$ cat src/sv/blz_pkg.sv
// ============================================================================
// blz_pkg
// Shared types and constants for the backward LZ stream decoder.
// ============================================================================
`default_nettype none

package blz_pkg;

    localparam int LENGTH_BITS = 24;
    localparam int HIST_DEPTH  = 8192;
    localparam int HIST_AW     = $clog2(HIST_DEPTH);
    localparam int DISP_W      = 13;   // 12-bit field + 3
    localparam int MLEN_W      = 5;    // 4-bit field + 3
    localparam int Q_DEPTH     = 4;
    localparam int Q_AW        = $clog2(Q_DEPTH);

    localparam logic [MLEN_W-1:0] MLEN_BIAS = MLEN_W'(3);
    localparam logic [DISP_W-1:0] DISP_BIAS = DISP_W'(3);
    localparam logic [3:0]        FLAG_BITS = 4'd8;

    typedef enum logic [1:0] {
        CMD_LIT  = 2'd0,
        CMD_COPY = 2'd1,
        CMD_END  = 2'd2
    } t_cmd_kind;

    typedef enum logic [1:0] {
        ST_COMPLETE  = 2'd0,
        ST_EXHAUSTED = 2'd1,
        ST_DISP_FAR  = 2'd2,
        ST_LEN_OVER  = 2'd3
    } t_status;

    typedef struct packed {
        t_cmd_kind         kind;
        logic [7:0]        lit;
        logic [MLEN_W-1:0] mlen;
        logic [DISP_W-1:0] disp;
        logic              last;
        t_status           status;
    } t_cmd;

endpackage

`default_nettype wire

$ cat src/sv/blz_front.sv
// ============================================================================
// blz_front
// Parses compressed beats into literal, copy and end commands.
// ============================================================================
`default_nettype none

module blz_front (
    input  wire                             i_clk,
    input  wire                             i_rst_n,
    input  wire                             i_in_valid,
    output logic                            o_in_ready,
    input  wire  [7:0]                      i_comp_byte,
    input  wire                             i_in_last,
    input  wire  [blz_pkg::LENGTH_BITS-1:0] i_out_length,
    input  wire                             i_q_full,
    output logic                            o_push,
    output blz_pkg::t_cmd                   o_cmd
);
    import blz_pkg::*;

    logic [7:0]             r_flags,     n_flags;
    logic [3:0]             r_bits_left, n_bits_left;
    logic [7:0]             r_first,     n_first;
    logic                   r_await,     n_await;
    logic [LENGTH_BITS-1:0] r_produced,  n_produced;
    logic                   r_done,      n_done;

    logic                   accept;
    logic [2:0]             bit_idx;
    logic [MLEN_W-1:0]      mlen;
    logic [DISP_W-1:0]      disp;
    logic [LENGTH_BITS-1:0] remaining;
    logic [LENGTH_BITS-1:0] prod_inc;

    assign o_in_ready = !i_q_full;
    assign accept     = i_in_valid && o_in_ready;
    assign bit_idx    = 3'(r_bits_left - 4'd1);
    assign mlen       = MLEN_W'(r_first[7:4]) + MLEN_BIAS;
    assign disp       = DISP_W'({r_first[3:0], i_comp_byte}) + DISP_BIAS;
    assign remaining  = i_out_length - r_produced;
    assign prod_inc   = r_produced + LENGTH_BITS'(1);

    always_comb begin
        n_flags     = r_flags;
        n_bits_left = r_bits_left;
        n_first     = r_first;
        n_await     = r_await;
        n_produced  = r_produced;
        n_done      = r_done;
        o_push      = 1'b0;
        o_cmd       = '0;
        o_cmd.kind  = CMD_END;
        o_cmd.status = ST_COMPLETE;
        if (accept) begin
            if (!r_done && r_produced >= i_out_length) begin
                o_push      = 1'b1;
                o_cmd.last  = 1'b1;
                n_done      = 1'b1;
            end else if (!r_done) begin
                if (r_bits_left == 4'd0) begin
                    n_flags     = i_comp_byte;
                    n_bits_left = FLAG_BITS;
                end else if (!r_flags[bit_idx]) begin
                    n_bits_left = r_bits_left - 4'd1;
                    o_push      = 1'b1;
                    o_cmd.kind  = CMD_LIT;
                    o_cmd.lit   = i_comp_byte;
                    n_produced  = prod_inc;
                    if (prod_inc == i_out_length) begin
                        o_cmd.last = 1'b1;
                        n_done     = 1'b1;
                    end
                end else if (!r_await) begin
                    n_first = i_comp_byte;
                    n_await = 1'b1;
                end else begin
                    n_await     = 1'b0;
                    n_bits_left = r_bits_left - 4'd1;
                    o_push      = 1'b1;
                    if (LENGTH_BITS'(disp) > r_produced) begin
                        o_cmd.last   = 1'b1;
                        o_cmd.status = ST_DISP_FAR;
                        n_done       = 1'b1;
                    end else if (LENGTH_BITS'(mlen) > remaining) begin
                        o_cmd.last   = 1'b1;
                        o_cmd.status = ST_LEN_OVER;
                        n_done       = 1'b1;
                    end else begin
                        o_cmd.kind = CMD_COPY;
                        o_cmd.mlen = mlen;
                        o_cmd.disp = disp;
                        n_produced = r_produced + LENGTH_BITS'(mlen);
                        if (remaining == LENGTH_BITS'(mlen)) begin
                            o_cmd.last = 1'b1;
                            n_done     = 1'b1;
                        end
                    end
                end
            end
            if (i_in_last) begin
                // final beat closes the frame; flag it unless already ended
                if (!n_done) begin
                    o_push       = 1'b1;
                    o_cmd.last   = 1'b1;
                    o_cmd.status = ST_EXHAUSTED;
                end
                n_flags     = '0;
                n_bits_left = '0;
                n_first     = '0;
                n_await     = 1'b0;
                n_produced  = '0;
                n_done      = 1'b0;
            end
        end
    end

    always_ff @(posedge i_clk) begin
        if (!i_rst_n) begin
            r_flags     <= '0;
            r_bits_left <= '0;
            r_first     <= '0;
            r_await     <= 1'b0;
            r_produced  <= '0;
            r_done      <= 1'b0;
        end else begin
            r_flags     <= n_flags;
            r_bits_left <= n_bits_left;
            r_first     <= n_first;
            r_await     <= n_await;
            r_produced  <= n_produced;
            r_done      <= n_done;
        end
    end

endmodule

`default_nettype wire

$ cat config.mk
export PLATFORM = sky130hd
export DESIGN_NAME = blz_front
export DESIGN_NICKNAME = d
export VERILOG_FILES = /design/src/sv/blz_pkg.sv /design/src/sv/blz_front.sv
export SDC_FILE = /design/constraint.sdc
export NUM_CORES = 1
export LEC_CHECK = 0
export BUFFER_PORTS_ARGS = -buffer_cell sky130_fd_sc_hd__clkbuf_2
export CAP_MARGIN = 25
export CORE_MARGIN = 3
export CORE_UTILIZATION = 60
export DETAILED_ROUTE_END_ITERATION = 8
export GPL_TIMING_DRIVEN = 0
export PLACE_DENSITY = 0.84
export SLEW_MARGIN = 0
export SYNTH_ARGS = -nofsm -noshare
export SYNTH_HDL_FRONTEND = slang
export SYNTH_SLANG_ARGS = --single-unit
$ cat constraint.sdc
create_clock -name i_clk -period 4.9 [get_ports i_clk]
set_clock_uncertainty 0.2 [all_clocks]
set_input_delay 0 -clock i_clk [delete_from_list [all_inputs] [get_ports i_clk]]
set_output_delay 0 -clock i_clk [all_outputs]
set_load 0.05 [all_outputs]
==> results.md <==
| Parameter | Value |
| --- | --- |
| Clock Sink Count | 46 |
| Final Hold Viols | 0 |
| Yosys top cell by area | sky130_fd_sc_hd__dfxtp_1 |
| Pin count of the biggest net entering global routing | 16 |
| Cell row count | 35 |
| R2R Path End | r_produced[4] |
| Initial antenna violation count | 0 |
| Library cell with the highest instance count after synthesis | sky130_fd_sc_hd__nand2_1 |
| Final setup vio count | 0 |
| Max-cap violation count | 0 |
| Number of synthesized flops with an enable pin | 0 |
| RSZ-0062 raised after global routing | false |
| Num CTS Buffers | 5 |
| Power, Total | 965 uW |
| Arrival time of data at the critical path endpoint | 4.66 ns |
| Share of layout cells above drive strength 1 | 13.6% |
| Count of antenna diodes in the layout | 0 |
| Met2 Resource Use GR | 56.7% |
| Critical register-to-register path startpoint | r_produced[0] |
| Share of the synthesized area in the top cell type | 15.3% |
| Clock period minus final worst setup slack | 4.86 ns |
| Lkg Pwr | 2.63 nW |
| Die width | 106 um |
| Clock tree from TritonCTS | yes |
| Net count after synthesis | 916 |
| Via count of the first global-routing pass | 6737 |
| Mean instance size in the synthesized netlist | 7.31 um2 |
| Crit path launch | r_produced[10] |
| Total via count after detailed routing | 7138 |
| Drc violations | 0 |
| Mean routed wirelength per cell | 20.5 um |
| Portion of the post-synthesis area used by sequential elements | 15.3% |
| Clock Pin Slew Worst Setup and Hold Paths | 0.09 ns |
| Core box area | 9500 um2 |
| Slew of the pin with the lowest slew margin | 0.972 ns |
| Post-synthesis cell type count | 88 |
| Number of post-CTS setup repair buffers | 0 |
| Buffers & Inverters on Critical Path | 3 |
| FF-to-FF setup slack | 0.45 ns |
| Maximum ir drop on the vdd rail | 0.127 mV |
| Period utilisation layout | 99.1% |
| Initial Util | 63.5% |
| Detailed placer's ending HPWL | 16900 um |
| Most frequent cells after synthesis | sky130_fd_sc_hd__nand2_1 (77), sky130_fd_sc_hd__nor2_1 (53), sky130_fd_sc_hd__ha_1 (52), sky130_fd_sc_hd__dfxtp_1 (46), sky130_fd_sc_hd__a21oi_1 (44) |
| Number of flip-flops and latches in the synthesized netlist | 46 |
| Ys flop type | sky130_fd_sc_hd__dfxtp_1 |
| Cell type of the slowest stage on the worst timing path | sky130_fd_sc_hd__or4_4 |
| Most area-consuming cells after synthesis | sky130_fd_sc_hd__dfxtp_1 (15%), sky130_fd_sc_hd__ha_1 (11%), sky130_fd_sc_hd__xnor2_1 (5.1%) |
| Met1 track utilization from global routing | 52.4% |
| Layout Area Growth over Synthesis | 11.8% |
| Total Negative Setup Slacks | 0 ns |
| Areal power density over the cells | 143 nW/um2 |
| Longest individual stage delay on the worst path | 0.59 ns |
| Wire length after detailed routing | 21200 um |
| Drt first pass iters | 9 |
| Rel. slew slack | 34.7% |
| Worst min-delay path class | primary input to register |
| R2R depth | 17 |
| Fraction of registers with async set or reset after synthesis | 0% |
| Antenna Nets Post-Route | 0 |
| Max Slew Vio Count | 0 |
| Sum of overflow across all layers after global routing | 0 |
| Wire length of the first global-routing pass | 33900 um |
| Root buffer selected by CTS | sky130_fd_sc_hd__clkbuf_8 |
| Area of the die | 11300 um2 |
| Synthesized cell area | 6030 um2 |
| Vias per std cell | 6.89 |
| Kind of capture point of the worst setup path | primary output |
| Met3 usage | 7.16% |
| Cells traversed along the worst timing path | inv_1 -> ha_1 -> buf_2 -> a21oi_1 -> o21a_1 -> o22a_1 -> o221ai_1 -> a2111oi_2 -> nand2_1 -> or4_4 -> o311ai_2 -> nand2_1 -> a21oi_1 -> clkbuf_2 |
| Sink of the worst hold path | r_produced[11] |
| Final layout net count | 997 |
| Hold-critical path depth | 4 |
| Grt peak-use layer | met2 |
| Crit Path Class | register to primary output |
| Maximum clock frequency | 206 MHz |
| Number of input and output port buffers inserted | 69 |
| Post-Synthesis Cells | 825 |
| Clock latency on the worst-skew pair | 0.31 ns |
| Number of top-level pins | 70 |
| Overall die height | 106 um |
| Layout fillers | 770 |
| Cell depth of the worst setup path | 14 |
| Outcome | finished, final reports clean |
| Maximum level of the CTS H-tree | 2 |
| Max FO, Critical Path | 10 |
| Number of warnings printed during yosys synthesis | 0 |
| Maximum number of buffers from clock root to sink | 2 |
| Worst endpoint required time | 4.70 ns |
| DR iter-0 viols | 914 |
| Type of element launching the critical path | register |
| Final Wtd Congestion | 0.991 |
| Hold_sp | i_rst_n |
| Largest delay contributor family on the critical path | compound AO/OA/AOI/OAI gates |
| Global-route usage over all layers | 37.2% |
-- worst max-delay path by stage --
stage / endpoint / slack (ns)
after global routing: o_cmd[1] / 0.006
after CTS: o_cmd[20] / 0.0004
after floorplan: o_cmd[1] / 0.76
after detailed placement: r_produced[4] / 0.32
final: o_cmd[2] / 0.04
after global placement: o_cmd[1] / 0.20
-- flip-flops by register name, summed over array words and instances (netlist names) --
signal,count
r_produced,24
r_first,8
r_flags,8
r_bits_left,4
r_await,1
r_done,1
-- cell type report --
class / instances / area (um2) / area share, %
tap: 129 / 161 / 2.39
multi-input combinational: 695 / 4800 / 71.2
clock inverter: 3 / 21.3 / 0.315
clock buffer: 5 / 68.8 / 1.02
timing repair buffer: 79 / 445 / 6.61
sequential: 46 / 925 / 13.7
buffer: 37 / 164 / 2.43
inverter: 42 / 158 / 2.34
-- where the power goes --
group          switching, mW  internal [mW]
combinational          0.218          0.121
clock                  0.144          0.100
sequential           0.00373          0.378
total                  0.366          0.600
-- worst register-to-register path: cells and delay by family (launching register included) --
kind	cells	cell delay [ns]
flops	1	0.47
xor+xnor	1	0.17
fa+ha+maj	3	0.88
compound gates	6	1.00
buf+inv	2	0.27
simple gates	5	1.37
-- metal layers --
layer | vias to the layer above | part of all wire, %
li1 | 3278 | -
met1 | 3265 | 41
met2 | 513 | 42
met3 | 82 | 13
met4 | 0 | 3.6
met5 | - | 0
-- cell families (layout without fill, tap and decap cells) --
family	Yosys count	count (layout)	share of synthesized area (%)
and+or+nand+nor	342	342	30.4
AOI/OAI and AO/OA	237	237	27.6
buffers and inverters	84	166	5.60
adders and majority gates	54	54	11.4
xor gates and xnor gates	52	52	7.55
DFF	46	46	15.3
muxes	10	10	2.12
-- through the flow --
stage	worst slack, ns	hold WS (ns)	cells	util (%)	area (um2)
after floorplan	0.764	-0.0293	825	-	6030
after global placement	0.204	0.138	1023	68.8	6540
after detailed placement	0.316	0.148	1023	68.8	6540
after CTS	0.000381	0.0452	1041	70.8	6730
after global routing	0.00628	0.0891	1036	71.0	6740
final	0.0421	0.0936	1036	71.0	6740
-- cell usage in the layout (no fill, tap or decap), types with 6 or more instances in the layout --
cell / netlist / final
sky130_fd_sc_hd__nand2_1: 77 / 76
sky130_fd_sc_hd__clkbuf_2: 1 / 71
sky130_fd_sc_hd__nor2_1: 53 / 53
sky130_fd_sc_hd__ha_1: 52 / 52
sky130_fd_sc_hd__a21oi_1: 44 / 44
sky130_fd_sc_hd__dfxtp_1: 46 / 43
sky130_fd_sc_hd__inv_1: 41 / 41
sky130_fd_sc_hd__o21ai_0: 39 / 37
sky130_fd_sc_hd__xnor2_1: 35 / 35
sky130_fd_sc_hd__nand3_1: 30 / 30
sky130_fd_sc_hd__and3_1: 28 / 28
sky130_fd_sc_hd__clkbuf_1: 31 / 24
sky130_fd_sc_hd__nand4_1: 24 / 24
sky130_fd_sc_hd__nor2b_1: 23 / 23
sky130_fd_sc_hd__nor3_1: 23 / 23
sky130_fd_sc_hd__nor4_1: 22 / 22
sky130_fd_sc_hd__xor2_1: 17 / 17
sky130_fd_sc_hd__a21o_1: 15 / 15
sky130_fd_sc_hd__o211ai_1: 15 / 15
sky130_fd_sc_hd__o31ai_1: 13 / 13
sky130_fd_sc_hd__o21a_1: 13 / 13
sky130_fd_sc_hd__or3_1: 12 / 12
sky130_fd_sc_hd__a21boi_0: 12 / 12
sky130_fd_sc_hd__o21ai_1: 10 / 12
sky130_fd_sc_hd__dlygate4sd3_1: 0 / 10
sky130_fd_sc_hd__buf_2: 8 / 9
sky130_fd_sc_hd__nand2b_1: 8 / 8
sky130_fd_sc_hd__a22oi_1: 9 / 8
sky130_fd_sc_hd__a31oi_1: 7 / 7
sky130_fd_sc_hd__mux2i_1: 6 / 6
sky130_fd_sc_hd__and2_1: 6 / 6
-- repair_timing --
action | 4_1_cts | 5_1_grt
hold endpoints to repair | 16 | 0
hold buffers | 10 | 0
gates resized for setup | 0 | 15
setup endpoints to repair | 0 | 32
(Power assumes the default switching activity.)
