==> config.mk <==
export PLATFORM = sky130hd
export DESIGN_NAME = blz_queue
export DESIGN_NICKNAME = d
export VERILOG_FILES = /design/src/sv/blz_pkg.sv /design/src/sv/blz_queue.sv
export SDC_FILE = /design/constraint.sdc
export NUM_CORES = 1
export LEC_CHECK = 0
export ABC_AREA = 1
export BUFFER_PORTS_ARGS = -buffer_cell sky130_fd_sc_hd__buf_4
export CAP_MARGIN = 30
export CORE_ASPECT_RATIO = 1.25
export CORE_MARGIN = 2
export CORE_UTILIZATION = 57
export DETAILED_ROUTE_END_ITERATION = 7
export GPL_TIMING_DRIVEN = 0
export PLACE_DENSITY = 0.79
export SLEW_MARGIN = 25
export SYNTH_ARGS = -nofsm -noshare
export SYNTH_HDL_FRONTEND = slang
export SYNTH_SLANG_ARGS = --single-unit
==> constraint.sdc <==
create_clock -name i_clk -period 2.6 [get_ports i_clk]
set_input_delay 0.13 -clock i_clk [delete_from_list [all_inputs] [get_ports i_clk]]
set_output_delay 0.13 -clock i_clk [all_outputs]
set_load 0.02 [all_outputs]
==> src/sv/blz_pkg.sv <==
// ============================================================================
// blz_pkg
// Shared types and constants for the backward LZ stream decoder.
// ============================================================================
`default_nettype none

package blz_pkg;

    localparam int LENGTH_BITS = 24;
    localparam int HIST_DEPTH  = 8192;
    localparam int HIST_AW     = $clog2(HIST_DEPTH);
    localparam int DISP_W      = 13;   // 12-bit field + 3
    localparam int MLEN_W      = 5;    // 4-bit field + 3
    localparam int Q_DEPTH     = 4;
    localparam int Q_AW        = $clog2(Q_DEPTH);

    localparam logic [MLEN_W-1:0] MLEN_BIAS = MLEN_W'(3);
    localparam logic [DISP_W-1:0] DISP_BIAS = DISP_W'(3);
    localparam logic [3:0]        FLAG_BITS = 4'd8;

    typedef enum logic [1:0] {
        CMD_LIT  = 2'd0,
        CMD_COPY = 2'd1,
        CMD_END  = 2'd2
    } t_cmd_kind;

    typedef enum logic [1:0] {
        ST_COMPLETE  = 2'd0,
        ST_EXHAUSTED = 2'd1,
        ST_DISP_FAR  = 2'd2,
        ST_LEN_OVER  = 2'd3
    } t_status;

    typedef struct packed {
        t_cmd_kind         kind;
        logic [7:0]        lit;
        logic [MLEN_W-1:0] mlen;
        logic [DISP_W-1:0] disp;
        logic              last;
        t_status           status;
    } t_cmd;

endpackage

`default_nettype wire

==> src/sv/blz_queue.sv <==
// ============================================================================
// blz_queue
// Small command FIFO between the parser and the copy engine.
// ============================================================================
`default_nettype none

module blz_queue (
    input  wire                 i_clk,
    input  wire                 i_rst_n,
    input  wire                 i_push,
    input  blz_pkg::t_cmd       i_push_data,
    output logic                o_full,
    input  wire                 i_pop,
    output blz_pkg::t_cmd       o_pop_data,
    output logic                o_empty
);
    import blz_pkg::*;

    t_cmd             r_mem [Q_DEPTH];
    logic [Q_AW-1:0]  r_wr_ptr, n_wr_ptr;
    logic [Q_AW-1:0]  r_rd_ptr, n_rd_ptr;
    logic [Q_AW:0]    r_count,  n_count;
    logic             do_push;
    logic             do_pop;

    assign o_full     = (r_count == (Q_AW+1)'(Q_DEPTH));
    assign o_empty    = (r_count == '0);
    assign do_push    = i_push && !o_full;
    assign do_pop     = i_pop && !o_empty;
    assign o_pop_data = r_mem[r_rd_ptr];

    always_comb begin
        n_wr_ptr = do_push ? r_wr_ptr + Q_AW'(1) : r_wr_ptr;
        n_rd_ptr = do_pop  ? r_rd_ptr + Q_AW'(1) : r_rd_ptr;
        n_count  = r_count;
        if (do_push && !do_pop) begin
            n_count = r_count + (Q_AW+1)'(1);
        end else if (do_pop && !do_push) begin
            n_count = r_count - (Q_AW+1)'(1);
        end
    end

    always_ff @(posedge i_clk) begin
        if (do_push) begin
            r_mem[r_wr_ptr] <= i_push_data;
        end
    end

    always_ff @(posedge i_clk) begin
        if (!i_rst_n) begin
            r_wr_ptr <= '0;
            r_rd_ptr <= '0;
            r_count  <= '0;
        end else begin
            r_wr_ptr <= n_wr_ptr;
            r_rd_ptr <= n_rd_ptr;
            r_count  <= n_count;
        end
    end

endmodule

`default_nettype wire

==> results of run 1 <==
-- logic make-up after synthesis --
family | after synthesis
compound gates | 97
xor+xnor | 1
fa+ha+maj | 6
buf+inv | 37
flops | 133
simple gates | 96
-- cell type report --
type | instances | area [µm²] | area share, %
Buffer | 19 | 165 | 2.42
Timing Repair Buffer | 106 | 956 | 14.0
Clock buffer | 19 | 422 | 6.17
Tap cell | 120 | 150 | 2.20
Sequential cell | 133 | 3900 | 57.1
Inverter | 18 | 75.1 | 1.10
Clock inverter | 13 | 139 | 2.03
Multi-Input combinational cell | 200 | 1030 | 15.0
-- path summary, 6_finish.rpt --
check	endpoint	slack, ps
setup / recovery	r_count[1]	540
hold / removal	r_mem[1][26]	350
setup reg to reg	r_count[1]	540
hold reg to reg	r_wr_ptr[1]	530
-- cells in the mapped netlist, types with 2 or more instances --
master and count:
o21ai_1 34, buf_2 6, inv_1 15, edfxtp_1 124
nand2_1 11, nor2_1 75, nand3_1 4, o22ai_1 31
inv_2 2, o21ai_0 29, buf_6 10, a21oi_1 3
buf_4 3, dfxtp_1 9, ha_1 5, nand2_2 4
-- where the power goes --
group          switching [mW]  internal (mW)
clock                   0.819           1.44
combinational            1.26          0.820
sequential             0.0869           2.61
total                    2.17           4.86
-- timing repair --
action	CTS	global route
setup endpoints to repair	0	0
endpoints found under the hold margin	133	0
hold buffers	35	0
-- metrics by stage --
step                worst slack (ps)  TNS [ps]  instances  power (mW)
finish                           541         0        628        7.03
global route                     414         0        628        7.33
CTS                              553         0        628        7.06
detailed placement               585         0        561        4.76
global placement                -846    -98000        557        4.63
floorplan                        247         0        370        3.93
-- layer usage --
layer / vias to the layer above / track usage (%) / wire length [µm]
met5: - / 0 / 0
met4: 0 / 12.2 / 220
met3: 20 / 5.81 / 600
met2: 115 / 43.8 / 6160
met1: 1686 / 28.3 / 4420
li1: 1612 / - / -
-- flip-flops by register name (all words and copies together), names as in the netlist, named ones only --
| register | count |
|---|---|
| r_wr_ptr | 2 |
| r_count | 3 |
| r_rd_ptr | 2 |
| r_mem | 124 |
-- worst max-delay path: cells and delay by family (launching register included) --
| family | cells | cell delay (ps) |
|---|---|---|
| adder cells (fa/ha/maj) | 2 | 640 |
| buffers and inverters | 2 | 190 |
| AO/OA/AOI/OAI | 1 | 200 |
| flip-flops | 1 | 370 |
| AND/OR/NAND/NOR | 4 | 550 |
-- cells in the final DEF (no fill, tap or decap), drive strengths merged --
master,count
a21oi,3
buf,90
bufinv,3
clkbuf,19
clkinv,10
dfxtp,9
dlygate4sd3,35
edfxtp,124
fa,1
ha,5
inv,18
nand2,15
nand3,4
nand3b,1
nor2,76
o21ai,63
o22ai,31
xor2,1
==> flow_metrics.env, run 1 <==
export IMPL_status="finished, final reports clean"
export IMPL_finalInstanceArea_um2=6840
export IMPL_ys_seq_area_share_pct=75.9
export IMPL_required_ps=3000
export IMPL_power_density_nw_per_um2=1030
export IMPL_worst_r2r_path_depth=9
export IMPL_yosysTopAreaCell="edfxtp_1"
export IMPL_cts_tree="built"
export IMPL_yosys_area_share_xor_xnor_pct=0.170
export IMPL_cts_path_max_buffers=2
export IMPL_end_kind="register"
export IMPL_setup_viol=0
export IMPL_tightest_slew_ps=582
export IMPL_drive_above_1_share_pct=25.2
export IMPL_cts_setup_buffers=0
export IMPL_synth_adder_area_share_pct=1.61
export IMPL_cts_made_buffers=17
export IMPL_avgViaCountPerCell=5.47
export IMPL_dieWidth_um=88.9
export IMPL_grt_max_degree=22
export IMPL_port_buffers=67
export IMPL_core_area_um2=8750
export IMPL_synth_nets=411
export IMPL_drt_iter0_drc=248
export IMPL_cp_cell_sequence="nor2_2, nand2_2, nand2_2, inv_2, ha_1, inv_1, fa_1, o21ai_0, nor2_1"
export IMPL_hold_class="input port to register"
export IMPL_cts_sinks=133
export IMPL_track_usage_pct=24.9
export IMPL_placed_area_um2=5930
export IMPL_cpPeakStageDelay_ps=420
export IMPL_final_min_clock_period_ps=2060
export IMPL_wire_per_inst_um=18.1
export IMPL_grt_pass1_vias=3576
export IMPL_finish_net_count=536
export IMPL_synthArstFlopShare_pct=0
export IMPL_grt_setup_unrepaired="no"
export IMPL_grt_ovfl_total=0
export IMPL_die_area_um2=9800
export IMPL_hpwl_um=6740
export IMPL_cts_resized=0
export IMPL_htreeDepth=4
export IMPL_antenna_found_initial=0
export IMPL_hold_viol_final=0
export IMPL_fillers=520
export IMPL_io_pins=68
export IMPL_p_leak_nw=2.55
export IMPL_critPathLaunchType="register"
export IMPL_path_class="register to register"
export IMPL_maxCapViolations=0
export IMPL_postSynthCellCount=370
export IMPL_globalplace_congestion=0.743
export IMPL_dr_total_vias=3433
export IMPL_syn2layout_area_growth_pct=33.0
export IMPL_rr_startpoint="r_count[0]"
export IMPL_cts_root_buf="clkbuf_8"
export IMPL_max_slew_margin_pct=61.1
export IMPL_synth_compound_area_share_pct=10.2
export IMPL_synth_simple_area_share_pct=7.42
export IMPL_cp_startpoint="r_count[0]"
export IMPL_fin_skew_ps=6.75
export IMPL_antenna_cells=0
export IMPL_worstHoldPathCells=2
export IMPL_cp_max_fo=5
export IMPL_crit_slowest_cell="fa_1"
export IMPL_yosysWarningCount=0
export IMPL_synth_cell_types=21
export IMPL_final_max_slew_viol_count=0
export IMPL_fmax_ghz=0.486
export IMPL_start_util_pct=58.8
export IMPL_fin_util_pct=78.2
export IMPL_worst_path_most_repeated_cell="nand2_2"
export IMPL_grt_pass1_wl_um=17500
export IMPL_timing_hold_ws_ps=350
export IMPL_drc_errors=0
export IMPL_rows=38
export IMPL_path_clk_slew_ps=60
export IMPL_synth_main_ff_cell="edfxtp_1"
export IMPL_ant_nets=0
export IMPL_yosys_top_cells_area="edfxtp_1 (72%), nor2_1 (5.5%), o22ai_1 (3.8%)"
export IMPL_die_h_um=110
export IMPL_muxShareOfSynthArea_pct=0
export IMPL_synth_seq_cells=133
export IMPL_insertion_delay_ps=520
export IMPL_yosysTopAreaCellShare_pct=72.4
export IMPL_synth_edf_count=124
export IMPL_ir_drop_mv=0.627
export IMPL_critPathArrivalTime_ps=2460
export IMPL_avgSynthCellArea_um2=13.9
export IMPL_period_share_pct=79.2
export IMPL_netlist_area_um2=5140
export IMPL_wl_um=11400
export IMPL_worstHoldStart="i_push_data[26]"
export IMPL_synth_top_family_by_area="compound AO/OA/AOI/OAI gates"
export IMPL_dr_pass1_iters=4
No activity file was read; power rests on OpenSTA's default activity.
==> run 2, diff against run 1 <==
==> constraint.sdc (replaced) <==
create_clock -name i_clk -period 2.05 [get_ports i_clk]
set_input_delay 0.1025 -clock i_clk [delete_from_list [all_inputs] [get_ports i_clk]]
set_output_delay 0.1025 -clock i_clk [all_outputs]
set_load 0.02 [all_outputs]
==> flow_metrics.env, run 2 (synthesized netlist as in run 1, its figures left out) <==
export IMPL_status="finished, final reports clean"
export IMPL_hold_viol_final=0
export IMPL_ir_drop_mv=0.793
export IMPL_antenna_found_initial=0
export IMPL_route_met2_wl_um=6230
export IMPL_cp_max_fo=5
export IMPL_power_density_nw_per_um2=1300
export IMPL_htreeDepth=4
export IMPL_critPathArrivalTime_ps=2350
export IMPL_hpwl_um=6740
export IMPL_globalplace_congestion=0.743
export IMPL_final_common_cell="edfxtp_1"
export IMPL_final_min_clock_period_ps=1940
export IMPL_dr_total_vias=3419
export IMPL_syn2layout_area_growth_pct=33.1
export IMPL_cp_cell_sequence="nor2_2, nand2_2, nand2_4, inv_2, ha_1, inv_1, fa_1, o21ai_1, nor2_1"
export IMPL_largestRegisters="r_mem: 124 flops, r_count: 3 flops"
export IMPL_avgViaCountPerCell=5.44
export IMPL_drive_above_1_share_pct=25.6
export IMPL_path_class="register to register"
export IMPL_max_slew_margin_pct=60.4
export IMPL_rows=38
export IMPL_setup_slack_ps=111
export IMPL_maxCapViolations=0
export IMPL_dieWidth_um=88.9
export IMPL_critPathLaunchType="register"
export IMPL_wl_met3_um=674
export IMPL_start_util_pct=58.8
export IMPL_cts_root_buf="clkbuf_8"
export IMPL_crit_buf_inv=2
export IMPL_wl_um=11300
export IMPL_port_buffers=67
export IMPL_period_share_pct=94.6
export IMPL_insertion_delay_ps=520
export IMPL_dr_pass1_iters=5
export IMPL_drt_iter0_drc=235
export IMPL_crit_family="adder cells"
export IMPL_grt_ovfl_total=0
export IMPL_track_usage_pct=24.9
export IMPL_place_ws_ps=34.8
export IMPL_finish_net_count=536
export IMPL_cts_sinks=133
export IMPL_crit_slowest_cell="fa_1"
export IMPL_hold_class="input port to register"
export IMPL_die_h_um=110
export IMPL_top_register="r_mem"
export IMPL_wire_per_inst_um=18.1
export IMPL_cts_path_max_buffers=2
export IMPL_grt_setup_unrepaired="no"
export IMPL_cts_tree="built"
export IMPL_path_clk_slew_ps=60
export IMPL_wl_met1_um=4230
export IMPL_ant_nets=0
export IMPL_fmax_ghz=0.516
export IMPL_required_ps=2460
export IMPL_final_cell_mix="edfxtp_1 (124), nor2_1 (71), buf_4 (70)"
export IMPL_antenna_cells=0
export IMPL_cts_made_buffers=17
export IMPL_grt_pass1_wl_um=17500
export IMPL_core_area_um2=8750
export IMPL_io_pins=68
export IMPL_grt_max_degree=22
export IMPL_grt_pass1_vias=3576
export IMPL_p_leak_nw=2.55
export IMPL_die_area_um2=9800
export IMPL_top_layer="met4"
export IMPL_tns_ps=0
export IMPL_tightest_slew_ps=593
export IMPL_final_max_slew_viol_count=0
export IMPL_end_kind="register"
export IMPL_cpPeakStageDelay_ps=430
export IMPL_fin_skew_ps=5.20
export IMPL_largest_register_ffs=124
export IMPL_drc_errors=0
export IMPL_setup_viol=0
-- run 2: path summary, 6_finish.rpt --
kind,start,to,slack (ps),cells past startpoint
max,r_count[1],r_count[1],110,9
min,i_push_data[20],r_mem[0][20],320,2
max reg2reg,r_count[1],r_count[1],110,9
min reg2reg,r_count[1],r_count[1],530,2
-- run 2: what timing repair did --
item	CTS	global route
gates resized for setup	0	4
endpoints found under the setup margin	0	2
endpoints found under the hold margin	133	0
hold buffers	35	0
buffers inserted	0	0
-- run 2: layer usage --
layer,track usage [%],up-vias
met3,5.81,17
li1,-,1613
met5,0,-
met4,12.2,0
met1,28.3,1654
met2,43.8,135
-- run 2: area by class of cell --
cell class | instances | area [µm²]
Buffer | 19 | 165
Clock buffer | 19 | 422
Clock inverter | 13 | 139
Fill cell | 518 | 1900
Inverter | 18 | 75.1
Multi-Input combinational cell | 200 | 1030
Sequential cell | 133 | 3910
Tap cell | 120 | 150
Timing Repair Buffer | 106 | 956
-- run 2: stage by stage --
step	total power [mW]	utilization, %	hold slack, ps	area, µm²	std cells
after detailed placement	6.03	67.7	307	5930	561
after global placement	5.88	66.2	301	5790	557
after floorplan	4.98	-	201	5140	370
after CTS	8.95	78.2	307	6840	628
after global routing	9.32	78.2	317	6850	628
final	8.92	78.2	322	6850	628
-- run 2: power by group --
group	switching [mW]	total [mW]	internal, mW	leakage [nW]
Combinational	1.60	2.65	1.04	1.06
Clock	1.03	2.86	1.82	0.279
Sequential	0.111	3.42	3.31	1.21
